## config.mk

```make
export PLATFORM = sky130hd
export DESIGN_NAME = sha256_stream_hasher
export DESIGN_NICKNAME = d
export VERILOG_FILES = /design/src/sv/sha_pkg.sv /design/src/sv/sha_datapath.sv /design/src/sv/sha_ctrl.sv /design/src/sv/sha256_stream_hasher.sv
export SDC_FILE = /design/constraint.sdc
export NUM_CORES = 2
export LEC_CHECK = 0
export ABC_AREA = 0
export BUFFER_PORTS_ARGS = -buffer_cell sky130_fd_sc_hd__buf_2
export CORE_MARGIN = 3
export CORE_UTILIZATION = 55
export DETAILED_ROUTE_END_ITERATION = 12
export GPL_ROUTABILITY_DRIVEN = 0
export PLACE_DENSITY = 0.7
export SLEW_MARGIN = 20
export SYNTH_ARGS = -nofsm -noshare
export SYNTH_HDL_FRONTEND = slang
export SYNTH_SLANG_ARGS = --single-unit
```

## constraint.sdc

```tcl
create_clock -name clk -period 20.5 [get_ports clk]
set_input_delay 3.075 -clock clk [delete_from_list [all_inputs] [get_ports clk]]
set_output_delay 3.075 -clock clk [all_outputs]
set_load 0.02 [all_outputs]
```

## src/sv/sha_pkg.sv

```systemverilog
// Package with SHA-256 constants, types and round functions.
`timescale 1ns / 1ps
package sha_pkg;

  localparam logic [31:0] K [64] = '{
    32'h428a2f98, 32'h71374491, 32'hb5c0fbcf, 32'he9b5dba5,
    32'h3956c25b, 32'h59f111f1, 32'h923f82a4, 32'hab1c5ed5,
    32'hd807aa98, 32'h12835b01, 32'h243185be, 32'h550c7dc3,
    32'h72be5d74, 32'h80deb1fe, 32'h9bdc06a7, 32'hc19bf174,
    32'he49b69c1, 32'hefbe4786, 32'h0fc19dc6, 32'h240ca1cc,
    32'h2de92c6f, 32'h4a7484aa, 32'h5cb0a9dc, 32'h76f988da,
    32'h983e5152, 32'ha831c66d, 32'hb00327c8, 32'hbf597fc7,
    32'hc6e00bf3, 32'hd5a79147, 32'h06ca6351, 32'h14292967,
    32'h27b70a85, 32'h2e1b2138, 32'h4d2c6dfc, 32'h53380d13,
    32'h650a7354, 32'h766a0abb, 32'h81c2c92e, 32'h92722c85,
    32'ha2bfe8a1, 32'ha81a664b, 32'hc24b8b70, 32'hc76c51a3,
    32'hd192e819, 32'hd6990624, 32'hf40e3585, 32'h106aa070,
    32'h19a4c116, 32'h1e376c08, 32'h2748774c, 32'h34b0bcb5,
    32'h391c0cb3, 32'h4ed8aa4a, 32'h5b9cca4f, 32'h682e6ff3,
    32'h748f82ee, 32'h78a5636f, 32'h84c87814, 32'h8cc70208,
    32'h90befffa, 32'ha4506ceb, 32'hbef9a3f7, 32'hc67178f2
  };

  localparam logic [31:0] H_INIT [8] = '{
    32'h6a09e667, 32'hbb67ae85, 32'h3c6ef372, 32'ha54ff53a,
    32'h510e527f, 32'h9b05688c, 32'h1f83d9ab, 32'h5be0cd19
  };

  localparam logic [7:0] PAD_BYTE = 8'h80;
  localparam logic [5:0] LENGTH_OFFSET = 6'd56;

  // Commands from the controller to the datapath.
  typedef struct packed {
    logic       init;       // load initial hash, clear fill and count
    logic       put_byte;   // write put_data at the fill position
    logic       count_byte; // advance the bit count by eight
    logic [7:0] put_data;
    logic       put_len;    // write the bit count into words 14 and 15
    logic       comp_start; // load working variables from the hash
    logic       round;      // run one round
    logic       comp_end;   // fold working variables into the hash
  } sha_cmd_t;

  typedef struct packed {
    logic [5:0] fill;
    logic       round_last;
  } sha_stat_t;

  function automatic logic [31:0] ror(input logic [31:0] v, input int n);
    ror = (v >> n) | (v << (32 - n));
  endfunction

endpackage

```

## src/sv/sha_datapath.sv

```systemverilog
// SHA-256 datapath: block buffer, message schedule, working variables, hash.
`timescale 1ns / 1ps
module sha_datapath (
  input  logic              clk,
  input  logic              rst,
  input  sha_pkg::sha_cmd_t cmd,
  input  logic [2:0]        rd_index,
  output logic [31:0]       rd_word,
  output sha_pkg::sha_stat_t stat
);

  logic [31:0] hash [8];
  logic [31:0] wv [8];
  logic [31:0] w [16];     // block buffer, shifted as a schedule window
  logic [5:0]  fill;
  logic [63:0] bit_count;
  logic [5:0]  round_idx;

  logic [31:0] s0, s1, w_new, t1, t2, e, a;
  logic [3:0]  widx;
  logic [4:0]  sh;

  always_comb begin
    s0 = sha_pkg::ror(w[1], 7) ^ sha_pkg::ror(w[1], 18) ^ (w[1] >> 3);
    s1 = sha_pkg::ror(w[14], 17) ^ sha_pkg::ror(w[14], 19) ^ (w[14] >> 10);
    w_new = w[0] + s0 + w[9] + s1;
    e = wv[4];
    a = wv[0];
    t1 = wv[7] + (sha_pkg::ror(e, 6) ^ sha_pkg::ror(e, 11) ^ sha_pkg::ror(e, 25))
       + ((e & wv[5]) ^ (~e & wv[6])) + sha_pkg::K[round_idx] + w[0];
    t2 = (sha_pkg::ror(a, 2) ^ sha_pkg::ror(a, 13) ^ sha_pkg::ror(a, 22))
       + ((a & wv[1]) ^ (a & wv[2]) ^ (wv[1] & wv[2]));
    widx = fill[5:2];
    sh = {~fill[1:0], 3'b000};
  end

  always_ff @(posedge clk) begin
    if (rst) begin
      fill <= '0;
      bit_count <= '0;
      round_idx <= '0;
      for (int i = 0; i < 8; i++) hash[i] <= sha_pkg::H_INIT[i];
    end else begin
      if (cmd.init) begin
        fill <= '0;
        bit_count <= '0;
        for (int i = 0; i < 8; i++) hash[i] <= sha_pkg::H_INIT[i];
      end
      if (cmd.put_byte) begin
        w[widx] <= (w[widx] & ~(32'hff << sh)) | ({24'd0, cmd.put_data} << sh);
        fill <= fill + 6'd1;
      end
      if (cmd.count_byte) bit_count <= bit_count + 64'd8;
      if (cmd.put_len) begin
        w[14] <= bit_count[63:32];
        w[15] <= bit_count[31:0];
      end
      if (cmd.comp_start) begin
        round_idx <= '0;
        for (int i = 0; i < 8; i++) wv[i] <= hash[i];
      end
      if (cmd.round) begin
        for (int i = 0; i < 15; i++) w[i] <= w[i+1];
        w[15] <= w_new;
        round_idx <= round_idx + 6'd1;
        wv[7] <= wv[6]; wv[6] <= wv[5]; wv[5] <= wv[4]; wv[4] <= wv[3] + t1;
        wv[3] <= wv[2]; wv[2] <= wv[1]; wv[1] <= wv[0]; wv[0] <= t1 + t2;
      end
      if (cmd.comp_end)
        for (int i = 0; i < 8; i++) hash[i] <= hash[i] + wv[i];
    end
  end

  assign rd_word = hash[rd_index];
  assign stat.fill = fill;
  assign stat.round_last = (round_idx == 6'd63);

endmodule

```

## src/sv/sha_ctrl.sv

```systemverilog
// SHA-256 controller: byte sequencing, padding, rounds and digest output.
`timescale 1ns / 1ps
module sha_ctrl (
  input  logic               clk,
  input  logic               rst,
  input  logic               in_valid,
  output logic               in_ready,
  input  logic [31:0]        in_data,
  input  logic [2:0]         in_count,
  input  logic               in_last,
  output logic               out_valid,
  input  logic               out_ready,
  output logic [2:0]         out_index,
  output sha_pkg::sha_cmd_t  cmd,
  input  sha_pkg::sha_stat_t stat
);

  typedef enum logic [7:0] {
    S_IDLE  = 8'b0000_0001,
    S_BYTES = 8'b0000_0010,
    S_PAD   = 8'b0000_0100,
    S_ZERO  = 8'b0000_1000,
    S_LEN   = 8'b0001_0000,
    S_ROUND = 8'b0010_0000,
    S_FOLD  = 8'b0100_0000,
    S_OUT   = 8'b1000_0000
  } state_t;

  state_t      state, state_next;
  logic [31:0] data;
  logic [2:0]  left;
  logic        last;
  logic        padded;      // the pad byte has been written for this message
  logic        final_blk;   // the block being compressed is the last one
  logic [2:0]  idx;
  logic [2:0]  cnt_sat;

  assign cnt_sat = (in_count > 3'd4) ? 3'd4 : in_count;
  assign in_ready = (state == S_IDLE);
  assign out_valid = (state == S_OUT);
  assign out_index = idx;

  always_comb begin
    cmd = '0;
    cmd.put_data = data[31:24];
    state_next = state;
    unique case (state)
      S_IDLE: begin
        if (in_valid) state_next = S_BYTES;
      end
      S_BYTES: begin
        if (left != 3'd0) begin
          cmd.put_byte = 1'b1;
          cmd.count_byte = 1'b1;
          if (stat.fill == 6'd63) state_next = S_ROUND;
        end else if (last) begin
          state_next = S_PAD;
        end else begin
          state_next = S_IDLE;
        end
        if (state_next == S_ROUND) cmd.comp_start = 1'b1;
      end
      S_PAD: begin
        cmd.put_byte = 1'b1;
        cmd.put_data = sha_pkg::PAD_BYTE;
        // A pad byte in the last slot completes the block on its own.
        if (stat.fill == 6'd63) begin
          cmd.comp_start = 1'b1;
          state_next = S_ROUND;
        end else begin
          state_next = S_ZERO;
        end
      end
      S_ZERO: begin
        cmd.put_data = 8'd0;
        if (stat.fill == sha_pkg::LENGTH_OFFSET && !final_blk) begin
          state_next = S_LEN;
        end else begin
          cmd.put_byte = 1'b1;
          if (stat.fill == 6'd63) begin
            cmd.comp_start = 1'b1;
            state_next = S_ROUND;
          end
        end
      end
      S_LEN: begin
        cmd.put_len = 1'b1;
        cmd.comp_start = 1'b1;
        state_next = S_ROUND;
      end
      S_ROUND: begin
        cmd.round = 1'b1;
        if (stat.round_last) state_next = S_FOLD;
      end
      S_FOLD: begin
        cmd.comp_end = 1'b1;
        if (final_blk) state_next = S_OUT;
        else if (padded) state_next = S_ZERO;
        else state_next = S_BYTES;
      end
      S_OUT: begin
        if (out_ready && idx == 3'd7) begin
          cmd.init = 1'b1;
          state_next = S_IDLE;
        end
      end
      default: state_next = S_IDLE;
    endcase
  end

  always_ff @(posedge clk) begin
    if (rst) begin
      state <= S_IDLE;
      left <= '0;
      last <= 1'b0;
      padded <= 1'b0;
      final_blk <= 1'b0;
      idx <= '0;
    end else begin
      state <= state_next;
      if (state == S_IDLE && in_valid) begin
        data <= in_data;
        left <= cnt_sat;
        last <= in_last;
      end
      if (cmd.put_byte && state == S_BYTES) begin
        data <= {data[23:0], 8'd0};
        left <= left - 3'd1;
      end
      if (state == S_PAD) padded <= 1'b1;
      if (state == S_LEN) final_blk <= 1'b1;
      if (state == S_OUT && out_ready) idx <= idx + 3'd1;
      if (cmd.init) begin
        final_blk <= 1'b0;
        padded <= 1'b0;
        last <= 1'b0;
      end
    end
  end

endmodule

```

## src/sv/sha256_stream_hasher.sv

```systemverilog
// Top level of the streaming SHA-256 hasher.
//
//  Channel | Direction | tdata                          | tuser / tlast
//  s_axis  | in        | [31:0] data_word               | tuser [2:0] bytes_valid,
//          |           |                                | tlast end_of_message
//  m_axis  | out       | [31:0] digest_word             | tuser [2:0] word_index,
//          |           |                                | tlast last_word
//
// One beat is handled at a time. Every full block adds the 64 rounds and a fold (the
// working variables load during the last byte write). An end-of-message beat adds
// padding and length writes, one or two compressions, then eight digest beats.
// Reset is synchronous, active high, and starts a fresh message. A stalled output
// holds the block in output state.
`timescale 1ns / 1ps
module sha256_stream_hasher (
  input  logic        clk,
  input  logic        rst,
  input  logic        s_axis_tvalid,
  output logic        s_axis_tready,
  input  logic [31:0] s_axis_tdata,   // [31:0] data_word
  input  logic [2:0]  s_axis_tuser,   // [2:0] bytes_valid
  input  logic        s_axis_tlast,   // end_of_message
  output logic        m_axis_tvalid,
  input  logic        m_axis_tready,
  output logic [31:0] m_axis_tdata,   // [31:0] digest_word
  output logic [2:0]  m_axis_tuser,   // [2:0] word_index
  output logic        m_axis_tlast    // last_word
);

  sha_pkg::sha_cmd_t  cmd;
  sha_pkg::sha_stat_t stat;
  logic [2:0]         idx;

  sha_ctrl u_ctrl (
    .clk(clk), .rst(rst),
    .in_valid(s_axis_tvalid), .in_ready(s_axis_tready),
    .in_data(s_axis_tdata), .in_count(s_axis_tuser), .in_last(s_axis_tlast),
    .out_valid(m_axis_tvalid), .out_ready(m_axis_tready), .out_index(idx),
    .cmd(cmd), .stat(stat)
  );

  sha_datapath u_dp (
    .clk(clk), .rst(rst), .cmd(cmd), .rd_index(idx),
    .rd_word(m_axis_tdata), .stat(stat)
  );

  // The digest word index doubles as the read address of the hash registers.
  assign m_axis_tuser = idx;
  assign m_axis_tlast = (idx == 3'd7);

endmodule
```

==> impl_metrics.tcl <==
set metrics [dict create \
    synth-simple-area-share 0.163 \
    worstReg2RegEnd "u_dp.wv[0][31]" \
    numPortBuffers 77 \
    cts.path.max_buffers 3 \
    synth.top_cell.area_share 0.389 \
    min_to "u_ctrl.last" \
    drc_errors 0 \
    fin_cells 9864 \
    p_total_mw 5.34 \
    ys_seq_elements 1153 \
    avgRoutedWirePerCell_um 26.5 \
    synth-adder-area-share 0.116 \
    synth_warnings 0 \
    num_rows 138 \
    start_util 0.556 \
    synth_top_area_cell "edfxtp_1" \
    synth_area_um2 79100 \
    fp.dieW_um 385 \
    synth_common_cells "nor2_1, nand2_1, edfxtp_1, a21oi_1, ha_1" \
    crit_type "reg -> reg" \
    powerDensity_nw_per_um2 62.5 \
    hold_buffers 0 \
    num_vias 63500 \
    power_switching_mw 1.27 \
    drv_cap 0 \
    drive_above_1_share 0.0906 \
    die_area_um2 148000 \
    slowest_stage "ha_1" \
    cts_resized 0 \
    synth_fp_nets 8654 \
    cts_setup_buffers 0 \
    ys_types 94 \
    final_nets 8500 \
    finalSetupViolations 0 \
    wirelength_um 262000 \
    cp_slowest_stage_delay_ns 0.73 \
    synthXorXnorAreaFrac 0.0616 \
    antenna_found_initial 13 \
    htreeDepth 4 \
    synth-seq-area-share 0.422 \
    clockPowerShare 0.455 \
    hold_path_depth 2 \
    fin_crit_ns 10.34 \
    power_frac_comb 0.058 \
    crit_arrival_ns 10.83 \
    first_iter_violations 8033 \
    worst_slack_ns 10.16 \
    grt_pass1_vias 60100 \
    min_from "u_ctrl.last" \
    power.internal_mw 4.07 \
    p_sw_frac 0.239 \
    syn2layout_area_growth_pct 8.04 \
    grt_remaining_overflow 0 \
    max_slew_margin 0.196 \
    clkTransAtPathRegs_ns 0.06 \
    clk_latency_ns 0.80 \
    critPathMaxFanout 29 \
    share_seq_of_total_power 0.487 \
    dp_hpwl_um 188000 \
    r2r_setup_slack_ns 10.16 \
    power.leakage_nw 31.7 \
    dieHeight_um 385 \
    reg2reg_depth 36 \
    synth_mux_area_frac 0.0766 \
    cts_tree "built" \
    synth.area.top_cells "edfxtp_1, mux4_2, ha_1" \
    synth-edff-count 1024 \
    ys.flop_type "edfxtp_1" \
    r2r-start "u_dp.round_idx[1]" \
    final_antenna_net_count 0 \
    status "completed" \
    grt_max_degree 220 \
    synth_compound_area_frac 0.126 \
    final_design_area_no_fill_um2 85400 \
    cts.sink_count 1153 \
    dpl_cell_area_um2 81000 \
    max_freq_mhz 96.7 \
    dp.cells 9616 \
    syn_area_per_cell_um2 9.86 \
    synth.most_common_cell "nor2_1" \
    finalCritPeriodShare 0.504 \
    fin_skew_ns 0.0470 \
    rsz0062_at_grt "false" \
    ir_drop_mv 0.0842 \
    drv_slew 0 \
    hp-class "reg -> reg" \
    cp-start-kind "flop" \
    syn_inst 8017 \
    hold_violations 0 \
    cts_root_buffer "clkbuf_16" \
    first_pass_iters 10 \
    core_um2 142000 \
    grt_first_pass_wirelength_um 385000 \
    dp_slack_ns 10.53 \
    endpoint_kind "flop" \
    tns_ns 0 \
    synthArstFlopShare 0 \
    synth_top_family_by_area "simple AND/OR/NAND/NOR gates" \
    via_per_inst 6.44 \
    pin_count 78 \
    cts_buffers 133 \
    tightest_slew_ns 1.20 \
    worst_ep_required_time_ns 20.98 \
    track_usage 0.349 \
]
[metal layers]
layer,share of wire,global-route usage
met3,0.098,0.0726
met5,0.00038,0
met4,0.092,0.266
met2,0.45,0.540
met1,0.36,0.430
[final cells by class]
type	count	area, um2
clock buffer	180	3590
timing repair buffer	147	951
fill	11700	56700
tap	1890	2360
antenna	6	15.0
sequential	1153	33400
clock inverter	60	805
multi-input combinational	6138	43200
inverter	290	1090
[sequential cells by signal (all words and copies together) (netlist names), named ones only]
register	cells
u_dp.bit_count	61
u_ctrl.out_index	3
u_ctrl.final_blk	1
u_dp.wv	256
u_dp.hash	256
u_ctrl.state	8
u_dp.round_idx	6
u_ctrl.data	32
u_ctrl.last	1
u_dp.fill	6
u_ctrl.padded	1
u_ctrl.left	3
u_dp.w	512
[how the worst max path moves through the flow]
stage / from / endpoint / slack [ns] / cells past startpoint
after floorplan: rst / u_dp.wv[0][0] / 5.16 / 5
after global placement: u_dp.round_idx[1] / u_dp.wv[0][31] / 10.64 / 36
after detailed placement: u_dp.round_idx[1] / u_dp.wv[0][31] / 10.53 / 36
after CTS: u_dp.round_idx[1] / u_dp.wv[0][31] / 10.48 / 36
after global routing: u_dp.round_idx[1] / u_dp.wv[0][30] / 9.57 / 37
final: u_dp.round_idx[1] / u_dp.wv[0][31] / 10.16 / 36
[kinds of logic after synthesis]
kind of cell,after synthesis
AND/OR/NAND/NOR,3069
buffers and inverters,726
XOR/XNOR,554
AO/OA/AOI/OAI,1583
adder cells (fa/ha/maj),619
flip-flops,1153
multiplexers,313
[per-stage QoR]
stage	utilization	hold WS, ns
floorplan	-	0.440
finish	0.601	0.473
CTS	0.601	0.469
global placement	0.570	0.454
global route	0.601	0.505
detailed placement	0.570	0.463
[cells in the final DEF (no fill, tap or decap), types with 122 or more instances in the layout]
cell	n
nor2_1	1251
a21oi_1	422
xnor2_1	366
edfxtp_1	1024
nand3_1	128
ha_1	402
mux4_2	227
inv_1	288
o21a_1	122
o21ai_0	363
a21o_1	182
xor2_1	187
clkbuf_16	134
nand2_1	1233
fa_1	195
[critical path, delay by kind of cell, from the launching register on]
kind | cells | cell delay [ns]
flops | 1 | 0.31
buf+inv | 3 | 0.69
compound gates | 17 | 3.93
xor+xnor | 3 | 0.54
fa+ha+maj | 7 | 3.36
simple gates | 6 | 1.23
[power groups by stage]
stage / logic (mW) / clock network, mW / registers, mW
CTS: 0.303 / 2.45 / 2.60
floorplan: 0.229 / 0 / 2.64
finish: 0.308 / 2.43 / 2.60
detailed placement: 0.300 / 0 / 2.65
global route: 0.339 / 2.53 / 2.60
global placement: 0.291 / 0 / 2.65
No activity file was read; power rests on OpenSTA's default activity.
